==> src/wsh_pkg.sv <==
// Shared types and constants for the window stack hit test block.
// Used by wsh_ctrl, wsh_dp and window_stack_hit_test_raise; depends on nothing.
`timescale 1ns / 1ps

package wsh_pkg;

    localparam int MAX_WINDOWS = 16;
    localparam int COORD_BITS  = 12;

    localparam int IN_COORD_W = 12;
    localparam int POS_W      = (MAX_WINDOWS > 1) ? $clog2(MAX_WINDOWS) : 1;
    localparam int CNT_W      = $clog2(MAX_WINDOWS + 1);
    localparam int ID_W       = 5;
    localparam int STATUS_W   = 2;

    localparam logic REQ_LOAD  = 1'b0;
    localparam logic REQ_CLICK = 1'b1;

    typedef enum logic [STATUS_W-1:0] {
        ST_HIT     = 2'd0,
        ST_IGNORED = 2'd1,
        ST_FULL    = 2'd2
    } t_status_code;

    typedef enum logic [1:0] {
        S_IDLE,
        S_LOAD,
        S_CMP,
        S_MOVE
    } t_state;

    // One entry of the stack: its rectangle and its store index.
    typedef struct packed {
        logic [COORD_BITS-1:0] x_low;
        logic [COORD_BITS-1:0] y_low;
        logic [COORD_BITS-1:0] x_high;
        logic [COORD_BITS-1:0] y_high;
        logic [POS_W-1:0]      idx;
    } t_cell;

    // Commands from the controller to the datapath.
    typedef struct packed {
        logic capture;
        logic do_load;
        logic emit_full;
        logic do_cmp;
        logic do_move;
    } t_cmd;

    // Status from the datapath to the controller.
    typedef struct packed {
        logic full;
    } t_dp_status;

endpackage

==> src/wsh_ctrl.sv <==
// Controller state machine for the window stack hit test block.
// Depends on wsh_pkg; drives the command word of wsh_dp.
`timescale 1ns / 1ps

module wsh_ctrl (
    input  logic                i_clk,
    input  logic                i_rst_n,
    input  logic                start,
    input  logic                i_req_type,
    input  wsh_pkg::t_dp_status i_status,
    output wsh_pkg::t_cmd       o_cmd,
    output logic                busy
);
    import wsh_pkg::*;

    t_state r_state;
    t_state n_state;

    always_ff @(posedge i_clk) begin
        if (!i_rst_n) begin
            r_state <= S_IDLE;
        end else begin
            r_state <= n_state;
        end
    end

    always_comb begin
        n_state = r_state;
        unique case (r_state)
            S_IDLE: begin
                if (start) begin
                    n_state = (i_req_type == REQ_CLICK) ? S_CMP : S_LOAD;
                end
            end
            S_LOAD:  n_state = S_IDLE;
            S_CMP:   n_state = S_MOVE;
            S_MOVE:  n_state = S_IDLE;
            default: n_state = S_IDLE;
        endcase
    end

    always_comb begin
        o_cmd = '0;
        unique case (r_state)
            S_IDLE: begin
                o_cmd.capture = start;
            end
            S_LOAD: begin
                o_cmd.do_load   = !i_status.full;
                o_cmd.emit_full = i_status.full;
            end
            S_CMP: begin
                o_cmd.do_cmp = 1'b1;
            end
            S_MOVE: begin
                o_cmd.do_move = 1'b1;
            end
            default: o_cmd = '0;
        endcase
    end

    assign busy = (r_state != S_IDLE);

endmodule

==> src/wsh_dp.sv <==
// Datapath for the window stack hit test block: stack cells, compare, raise.
// Depends on wsh_pkg; sequenced by the command word from wsh_ctrl.
`timescale 1ns / 1ps

module wsh_dp (
    input  logic                             i_clk,
    input  logic                             i_rst_n,
    input  wsh_pkg::t_cmd                    i_cmd,
    input  logic [wsh_pkg::IN_COORD_W-1:0]   i_rect_x_low,
    input  logic [wsh_pkg::IN_COORD_W-1:0]   i_rect_y_low,
    input  logic [wsh_pkg::IN_COORD_W-1:0]   i_rect_x_high,
    input  logic [wsh_pkg::IN_COORD_W-1:0]   i_rect_y_high,
    input  logic [wsh_pkg::IN_COORD_W-1:0]   i_click_x,
    input  logic [wsh_pkg::IN_COORD_W-1:0]   i_click_y,
    output wsh_pkg::t_dp_status              o_status,
    output logic                             o_strobe,
    output logic [wsh_pkg::STATUS_W-1:0]     o_result_status,
    output logic [wsh_pkg::ID_W-1:0]         o_window_id
);
    import wsh_pkg::*;

    // Stack cells, top of stack at position zero.
    t_cell                 r_cell [MAX_WINDOWS];
    t_cell                 n_cell [MAX_WINDOWS];
    logic [CNT_W-1:0]      r_count;
    logic [CNT_W-1:0]      n_count;

    // Captured word.
    t_cell                 r_new;
    logic [COORD_BITS-1:0] r_cx;
    logic [COORD_BITS-1:0] r_cy;

    logic [MAX_WINDOWS-1:0] r_hit;
    logic [MAX_WINDOWS-1:0] n_hit;

    logic [POS_W-1:0]      sel_pos;
    logic                  any_hit;
    t_cell                 sel_cell;

    logic                  r_strobe;
    logic [STATUS_W-1:0]   r_status;
    logic [ID_W-1:0]       r_id;

    // Every cell compares the captured point in parallel.
    always_comb begin
        for (int k = 0; k < MAX_WINDOWS; k++) begin
            n_hit[k] = (CNT_W'(k) < r_count)
                    && (r_cx >= r_cell[k].x_low) && (r_cx <= r_cell[k].x_high)
                    && (r_cy >= r_cell[k].y_low) && (r_cy <= r_cell[k].y_high);
        end
    end

    // The topmost hit wins.
    always_comb begin
        sel_pos = '0;
        any_hit = 1'b0;
        for (int k = MAX_WINDOWS - 1; k >= 0; k--) begin
            if (r_hit[k]) begin
                sel_pos = POS_W'(k);
                any_hit = 1'b1;
            end
        end
    end

    assign sel_cell = r_cell[sel_pos];

    always_comb begin
        for (int k = 0; k < MAX_WINDOWS; k++) begin
            n_cell[k] = r_cell[k];
        end
        n_count = r_count;
        if (i_cmd.do_load) begin
            for (int k = 1; k < MAX_WINDOWS; k++) begin
                n_cell[k] = r_cell[k-1];
            end
            n_cell[0]     = r_new;
            n_cell[0].idx = POS_W'(r_count);
            n_count       = r_count + CNT_W'(1);
        end else if (i_cmd.do_move && any_hit) begin
            // Cells above the hit slide down one place; the hit goes on top.
            for (int k = 1; k < MAX_WINDOWS; k++) begin
                if (POS_W'(k) <= sel_pos) begin
                    n_cell[k] = r_cell[k-1];
                end
            end
            n_cell[0] = sel_cell;
        end
    end

    always_ff @(posedge i_clk) begin
        for (int k = 0; k < MAX_WINDOWS; k++) begin
            r_cell[k] <= n_cell[k];
        end
        if (i_cmd.capture) begin
            r_new.x_low  <= COORD_BITS'(i_rect_x_low);
            r_new.y_low  <= COORD_BITS'(i_rect_y_low);
            r_new.x_high <= COORD_BITS'(i_rect_x_high);
            r_new.y_high <= COORD_BITS'(i_rect_y_high);
            r_new.idx    <= '0;
            r_cx         <= COORD_BITS'(i_click_x);
            r_cy         <= COORD_BITS'(i_click_y);
        end
        if (i_cmd.do_cmp) begin
            r_hit <= n_hit;
        end
        if (i_cmd.emit_full) begin
            r_status <= ST_FULL;
            r_id     <= '0;
        end else if (i_cmd.do_move) begin
            r_status <= any_hit ? ST_HIT : ST_IGNORED;
            r_id     <= any_hit ? ID_W'({1'b0, sel_cell.idx} + (POS_W + 1)'(1)) : '0;
        end
    end

    always_ff @(posedge i_clk) begin
        if (!i_rst_n) begin
            r_count  <= '0;
            r_strobe <= 1'b0;
        end else begin
            r_count  <= n_count;
            r_strobe <= i_cmd.emit_full || i_cmd.do_move;
        end
    end

    assign o_status.full   = (r_count == CNT_W'(MAX_WINDOWS));
    assign o_strobe        = r_strobe;
    assign o_result_status = r_status;
    assign o_window_id     = r_id;

endmodule

==> src/window_stack_hit_test_raise.sv <==
// Top level of the window stack with hit test and raise to front.
// Depends on wsh_pkg, wsh_ctrl and wsh_dp.
`timescale 1ns / 1ps

// Channel   Handshake              Word
// --------  ---------------------  -----------------------------------------
// request   start high, busy low   i_req_type, i_rect_*, i_click_x/y
// result    o_strobe, one cycle    o_status, o_window_id
//
// A load runs from acceptance through the capture, then the push onto the stack
// or the full-store report, before the next request is taken. A click runs
// through the capture, a parallel compare of the point against every stack cell,
// and a step that raises the topmost hit and registers the result. The strobe
// comes the cycle after that, with busy already low. Reset clears the window
// count and the controller, not the rectangles; the receiver cannot stall.

module window_stack_hit_test_raise (
    input  logic                           i_clk,
    input  logic                           i_rst_n,
    input  logic                           start,
    output logic                           busy,
    input  logic                           i_req_type,
    input  logic [wsh_pkg::IN_COORD_W-1:0] i_rect_x_low,
    input  logic [wsh_pkg::IN_COORD_W-1:0] i_rect_y_low,
    input  logic [wsh_pkg::IN_COORD_W-1:0] i_rect_x_high,
    input  logic [wsh_pkg::IN_COORD_W-1:0] i_rect_y_high,
    input  logic [wsh_pkg::IN_COORD_W-1:0] i_click_x,
    input  logic [wsh_pkg::IN_COORD_W-1:0] i_click_y,
    output logic                           o_strobe,
    output logic [wsh_pkg::STATUS_W-1:0]   o_status,
    output logic [wsh_pkg::ID_W-1:0]       o_window_id
);
    import wsh_pkg::*;

    t_cmd       cmd;
    t_dp_status dp_status;

    // The controller sequences one word at a time.
    wsh_ctrl u_ctrl (
        .i_clk      (i_clk),
        .i_rst_n    (i_rst_n),
        .start      (start),
        .i_req_type (i_req_type),
        .i_status   (dp_status),
        .o_cmd      (cmd),
        .busy       (busy)
    );

    // The datapath holds the stack cells in top-first order and the
    // registered result.
    wsh_dp u_dp (
        .i_clk           (i_clk),
        .i_rst_n         (i_rst_n),
        .i_cmd           (cmd),
        .i_rect_x_low    (i_rect_x_low),
        .i_rect_y_low    (i_rect_y_low),
        .i_rect_x_high   (i_rect_x_high),
        .i_rect_y_high   (i_rect_y_high),
        .i_click_x       (i_click_x),
        .i_click_y       (i_click_y),
        .o_status        (dp_status),
        .o_strobe        (o_strobe),
        .o_result_status (o_status),
        .o_window_id     (o_window_id)
    );

endmodule

==> config.mk <==
export PLATFORM = sky130hd
export DESIGN_NAME = window_stack_hit_test_raise
export DESIGN_NICKNAME = d
export VERILOG_FILES = /design/src/wsh_pkg.sv /design/src/wsh_ctrl.sv /design/src/wsh_dp.sv /design/src/window_stack_hit_test_raise.sv
export SDC_FILE = /design/constraint.sdc
export NUM_CORES = 2
export LEC_CHECK = 0
export ABC_AREA = 1
export BUFFER_PORTS_ARGS = -buffer_cell sky130_fd_sc_hd__buf_2
export CELL_PAD_IN_SITES_DETAIL_PLACEMENT = 1
export CELL_PAD_IN_SITES_GLOBAL_PLACEMENT = 1
export CORE_ASPECT_RATIO = 1.2
export CORE_MARGIN = 8
export CORE_UTILIZATION = 35
export CTS_BUF_LIST = sky130_fd_sc_hd__clkbuf_8 sky130_fd_sc_hd__clkbuf_16
export DETAILED_ROUTE_END_ITERATION = 16
export GPL_TIMING_DRIVEN = 1
export MAX_ROUTING_LAYER = met4
export PLACE_DENSITY = 0.61
export RECOVER_POWER = 25
export SLEW_MARGIN = 40
export SYNTH_ARGS = -nofsm -noshare
export SYNTH_HDL_FRONTEND = slang
export SYNTH_SLANG_ARGS = --single-unit
==> constraint.sdc <==
create_clock -name i_clk -period 7.8 [get_ports i_clk]
set_clock_uncertainty 0.15 [all_clocks]
set_input_delay 0.39 -clock i_clk [delete_from_list [all_inputs] [get_ports i_clk]]
set_output_delay 0.39 -clock i_clk [all_outputs]
set_load 0.005 [all_outputs]
After elaboration in Yosys (flattened, before gate mapping)
Memories as Yosys holds them, arrays and structs flattened.
Index checks and enable logic that the tools add are counted.
{"block": "op_classes", "n_addsub": 2, "n_lt_le_gt_ge": 95, "eq_ne": 5, "mux": 58, "reduce_logical": 70}
{"op": "two-way mux 832 bit", "count": 2}
{"op": "two-way mux 52 bit", "count": 15}
{"op": ">= comparator 12 bit", "count": 32}
{"op": "<= comparator 12 bit", "count": 32}
{"op": "logical AND 1 bit", "count": 65}
{"op": "two-way mux 4 bit", "count": 16}
{"op": "< comparator 4 x 5 -> 1 bit (first input constant)", "count": 8}
{"op": "<= comparator 4 bit (first input constant)", "count": 8}
{"op": "< comparator 3 x 5 -> 1 bit (first input constant)", "count": 4}
{"op": "two-way mux 1 bit", "count": 20}
{"op": "<= comparator 3 x 4 -> 1 bit (first input constant)", "count": 4}
{"op": "< comparator 1 x 5 -> 1 bit (first input constant)", "count": 2}
{"op": "< comparator 2 x 5 -> 1 bit (first input constant)", "count": 2}
{"op": "<= comparator 2 x 4 -> 1 bit (first input constant)", "count": 2}
{"op": "two-way mux 2 bit", "count": 3}
{"op": "one-hot mux 2 bit (3 select lines)", "count": 1}
{"op": "adder 4 x 1 -> 5 bit (second input constant)", "count": 1}
{"op": "adder 5 x 1 -> 5 bit (second input constant)", "count": 1}
{"op": "equality test 5 bit (second input constant)", "count": 1}
{"op": "two-way mux 5 bit", "count": 1}
{"op": "equality test 2 bit (second input constant)", "count": 2}
{"op": "<= comparator 1 x 4 -> 1 bit (first input constant)", "count": 1}
{"op": "equality test 2 x 1 -> 1 bit (second input constant)", "count": 1}
{"op": "logical NOT 2 bit", "count": 1}
{"op": "other kinds (5)", "count": 5}
{"block": "totals", "register_bits": 103, "ramBits": 832, "elab_cells": 243, "memories": 1}
{"memory": "u_dp.r_cell", "depth": 16, "word_bits": 52, "read_ports": 17, "rd_ports_with_merged_regs": 0, "wr": 16, "line_no": "wsh_dp.sv:23", "rtl": "t_cell r_cell [MAX_WINDOWS];"}

Depth between registers and ports, before layout
{"block": "logic_depth", "word_depth": 20, "depth_mapped": 29, "mapped_depth_nobuf": 28}

Hierarchy
Synthesis repeated with hierarchy kept, for this count alone.
{"block": "hier_totals", "cells_unflattened": 4867, "area_unflattened_um2": 52843.2}
{"mod": "wsh_dp", "instances": 1, "cells_each": 4847, "area_per_inst_um2": 52729.3, "seq_area_each_um2": 27886.7}
{"mod": "wsh_ctrl", "instances": 1, "cells_each": 20, "area_per_inst_um2": 113.9, "seq_area_each_um2": 40.0}

Least setup slack after synthesis
No wires, ideal clock.
{"block": "synth_timing", "path_type": "flip-flop to flip-flop", "start": "register u_dp.r_hit[11] (netlist name)", "end": "memory u_dp.r_cell[6][0] (netlist name) (enable)", "arrival_ns": 6.789, "required_ns": 7.171, "slack_ns": 0.382, "path_stages_with_launch": 13, "path_buffers": 1, "period_less_slack_ns": 7.418, "cell_sequence": "edfxtp_1 nor4_4 inv_2 nor2_1 nor2_1 nor2_1 inv_2 o21ai_0 buf_2 nor2_1 nor2_1 inv_1 a21oi_1"}
{"element": "end, declared", "line_no": "wsh_dp.sv:23"}

==> flow_summary.json <==
{
  "status": "finished, final reports clean",
  "initial_utilization_pct": 35.19,
  "final_layout_size_suffix_gt1_share_pct": 7.081,
  "drt_first_iter_violations": 2929,
  "internal_power_mw": 8.814,
  "crit_type": "register to register",
  "seq_power_share_pct": 48.3,
  "setup_tns_ns": 0,
  "post_synth.cell_area_avg_um2": 10.86,
  "grt_pass1_vias": 40857,
  "period_share_pct": 67.03,
  "crit_path_required_time_ns": 8.12,
  "drc": 0,
  "core.rowCount": 156,
  "clock_network_fraction_of_design_power_pct": 40.0,
  "ant_nets": 0,
  "fin_area_mm2": 0.06014,
  "finalHoldViolations": 0,
  "yosysWarningCount": 0,
  "clock_sinks": 935,
  "drt-vias-per-instance": 5.455,
  "dr.pass1.iters": 5,
  "worst_slew_pin_slew_ns": 0.8878,
  "boundaryPins": 85,
  "cts_max_level": 3,
  "placed_cells_incl_taps": 6890,
  "critical_path.max_stage_delay_ns": 0.78,
  "groute.usage.overall_pct": 21.38,
  "synth-seq-cells": 935,
  "vias": 38974,
  "setup.reg_to_reg.worst_slack_ns": 2.57,
  "finalWeightedCongestion": 0.8600,
  "worst_setup_path_end_kind": "register",
  "switchingPower_mw": 3.100,
  "place_hpwl_um": 128100,
  "synthDistinctLibCells": 52,
  "rsz0062_at_grt": "false",
  "placeableCoreArea_mm2": 0.1505,
  "post_layout_nonfiller_instances": 7145,
  "cp_cell_sequence": "inv_2 -> nand3_2 -> inv_2 -> nor2_4 -> inv_6 -> buf_4 -> o22ai_1 -> o21ai_0 -> nand4_1 -> nand2_1 -> nand2_1",
  "ctsResizeCount": 0,
  "area_growth_syn_to_layout_pct": 13.55,
  "synth_area_mm2": 0.05296,
  "crit_buf_inv": 4,
  "power.switching_fraction_pct": 26.02,
  "power.share.combinational_pct": 11.7,
  "period_minus_slack_ns": 5.228,
  "port-buffer-count": 84,
  "worst_setup_path_start_kind": "register",
  "cts-buffers-inserted": 99,
  "cp_slowest_cell": "sky130_fd_sc_hd__inv_2",
  "grt_overflow": 0,
  "grt_first_pass_wirelength_um": 258400,
  "clk_root_buffer_cell": "sky130_fd_sc_hd__clkbuf_16",
  "clkTransAtPathRegs_ns": 0.06,
  "cp_top_family": "buffers and inverters",
  "syn_nets": 5723,
  "worstSkewPairLatency_ns": 0.72,
  "fmaxAchievable_ghz": 0.1913,
  "netlist_instances": 4876,
  "dpl_cell_area_mm2": 0.05621,
  "largest_net_degree_at_the_start_of_global_routing": 90,
  "p_per_area_mw_per_mm2": 198.1,
  "die_area_mm2": 0.1641,
  "dieWidth_um": 371.1,
  "final_net_count": 5940,
  "synth-seq-area-share_pct": 52.73,
  "antenna_found_initial": 5,
  "timing.final.setup_violations": 0,
  "worstHoldPathType": "input port to register",
  "route.final.wire_length_um": 174600,
  "final-max-slew-violation-count": 0,
  "die_h_um": 442.1,
  "critical_path.max_fanout": 75,
  "worst_hold_slack_ns": 0.2197,
  "worst_ir_drop_vdd_mv": 0.2068,
  "cts_buffer_depth": 3,
  "total_leakage_power_nw": 25.80,
  "arrival_ns": 5.55,
  "maxCapViolCount": 0,
  "relSlewSlack_pct": 40.81,
  "average_wire_per_cell_in_the_routed_design_um": 24.44,
  "tritoncts": "yes"
}
## cells in the mapped netlist (all sizes together)
master   count  area share (%)
a211oi      16            0.23
a21boi       6           0.085
a21o        28            0.40
a21oi      371             3.5
a221oi       2           0.033
a22o         1           0.017
a22oi       28            0.40
a31oi        9            0.11
a41oi        7            0.12
and3         1           0.012
buf         91            0.98
clkbuf      31            0.22
clkinv       1          0.0071
dfxtp       15            0.57
edfxtp     920              52
ha         771              18
inv        881             6.2
nand2      556             4.0
nand3       93            0.89
nand3b      13            0.18
nand4      121             1.4
nor2       161             1.2
nor3        31            0.29
nor3b        1           0.014
nor4         2           0.052
o2111ai     22            0.36
o211ai      18            0.26
o21a        23            0.33
o21ai      255             2.4
o21bai      26            0.37
o221a       18            0.38
o221ai      33            0.55
o22a        18            0.30
o22ai      288             3.4
o31ai        4           0.057
o32a         1           0.019
o41ai       12            0.20
or2          1           0.012
## layer usage
layer / share of wire (%) / track usage [%] / vias up
li1: - / - / 18077
met1: 44 / 27.79 / 19690
met2: 48 / 35.24 / 982
met3: 4.8 / 2.206 / 225
met4: 2.9 / 6.513 / 0
met5: 0 / - / -
## final timing paths
kind | from | to | depth (start not counted)
setup / recovery | u_dp.r_hit[0]$_DFFE_PP_ | u_dp.r_cell[0][44]$_DFFE_PP_ | 11
hold / removal | i_rect_x_low[10] | u_dp.r_new[50]$_DFFE_PP_ | 2
setup reg to reg | u_dp.r_hit[0]$_DFFE_PP_ | u_dp.r_cell[0][44]$_DFFE_PP_ | 11
hold reg to reg | u_dp.r_cell[13][30]$_DFFE_PP_ | u_dp.r_cell[14][30]$_DFFE_PP_ | 0
## area by class of cell
class | count | area (um^2)
Clock buffer | 107 | 2644
Timing Repair Buffer | 238 | 1852
Tap cell | 1975 | 2471
Inverter | 882 | 3321
Fill cell | 16413 | 90350
Sequential cell | 935 | 27930
Antenna cell | 1 | 2.502
Clock inverter | 70 | 508.0
Multi-Input combinational cell | 2937 | 21410
## power groups by stage
stage                     clock network [mW]  registers [mW]  logic [mW]
after floorplan                            0            5.88       0.784
after detailed placement                   0            5.86        1.37
after global placement                     0            5.85        1.30
final                                   4.76            5.75        1.40
after CTS                               4.88            5.75        1.41
after global routing                    5.02            5.76        1.56
## kinds of logic (layout without fill, tap and decap cells)
group / count (synthesis) / after routing / share of synthesized area, %
AOI/OAI and AO/OA: 1186 / 1186 / 13.53
buffers and inverters: 1004 / 1297 / 7.449
and+or+nand+nor: 980 / 980 / 8.077
DFF: 935 / 935 / 52.73
adders and majority gates: 771 / 771 / 18.21
other: 0 / 1 / 0
## cells in the final DEF, fill, tap and decap left out, drive strengths merged, types with 6 or more instances in the layout
cell type	n
a211oi	16
a21boi	6
a21o	28
a21oi	371
a22oi	28
a31oi	9
a41oi	7
buf	158
bufinv	8
clkbuf	110
clkinv	39
dfxtp	15
dlygate4sd3	77
edfxtp	920
ha	771
inv	902
nand2	556
nand3	93
nand3b	13
nand4	121
nor2	161
nor3	31
o2111ai	22
o211ai	18
o21a	23
o21ai	255
o21bai	26
o221a	18
o221ai	33
o22a	18
o22ai	288
o41ai	12
## state kept, by name (all words and copies together) (netlist names)
signal,flops
u_dp.r_cx,12
u_dp.o_strobe,1
u_ctrl.r_state,2
u_dp.r_cy,12
u_dp.o_window_id,5
u_dp.r_hit,16
u_dp.o_result_status,2
u_dp.r_new,48
u_dp.r_cell,832
u_dp.r_count,5
## per-stage QoR
step	setup WS [ns]	total power, mW	util (%)
floorplan	0.3820	6.664	-
global placement	2.734	7.157	37.22
detailed placement	2.659	7.229	37.35
CTS	2.664	12.04	39.96
global route	2.339	12.34	39.96
finish	2.572	11.91	39.96
## repair_timing
action,in CTS,in global routing
hold buffers,77,0
setup buffers,0,0
endpoints found under the hold margin,91,0
endpoints found under the setup margin,0,0
Note: power is estimated with default switching activity, not from simulation.
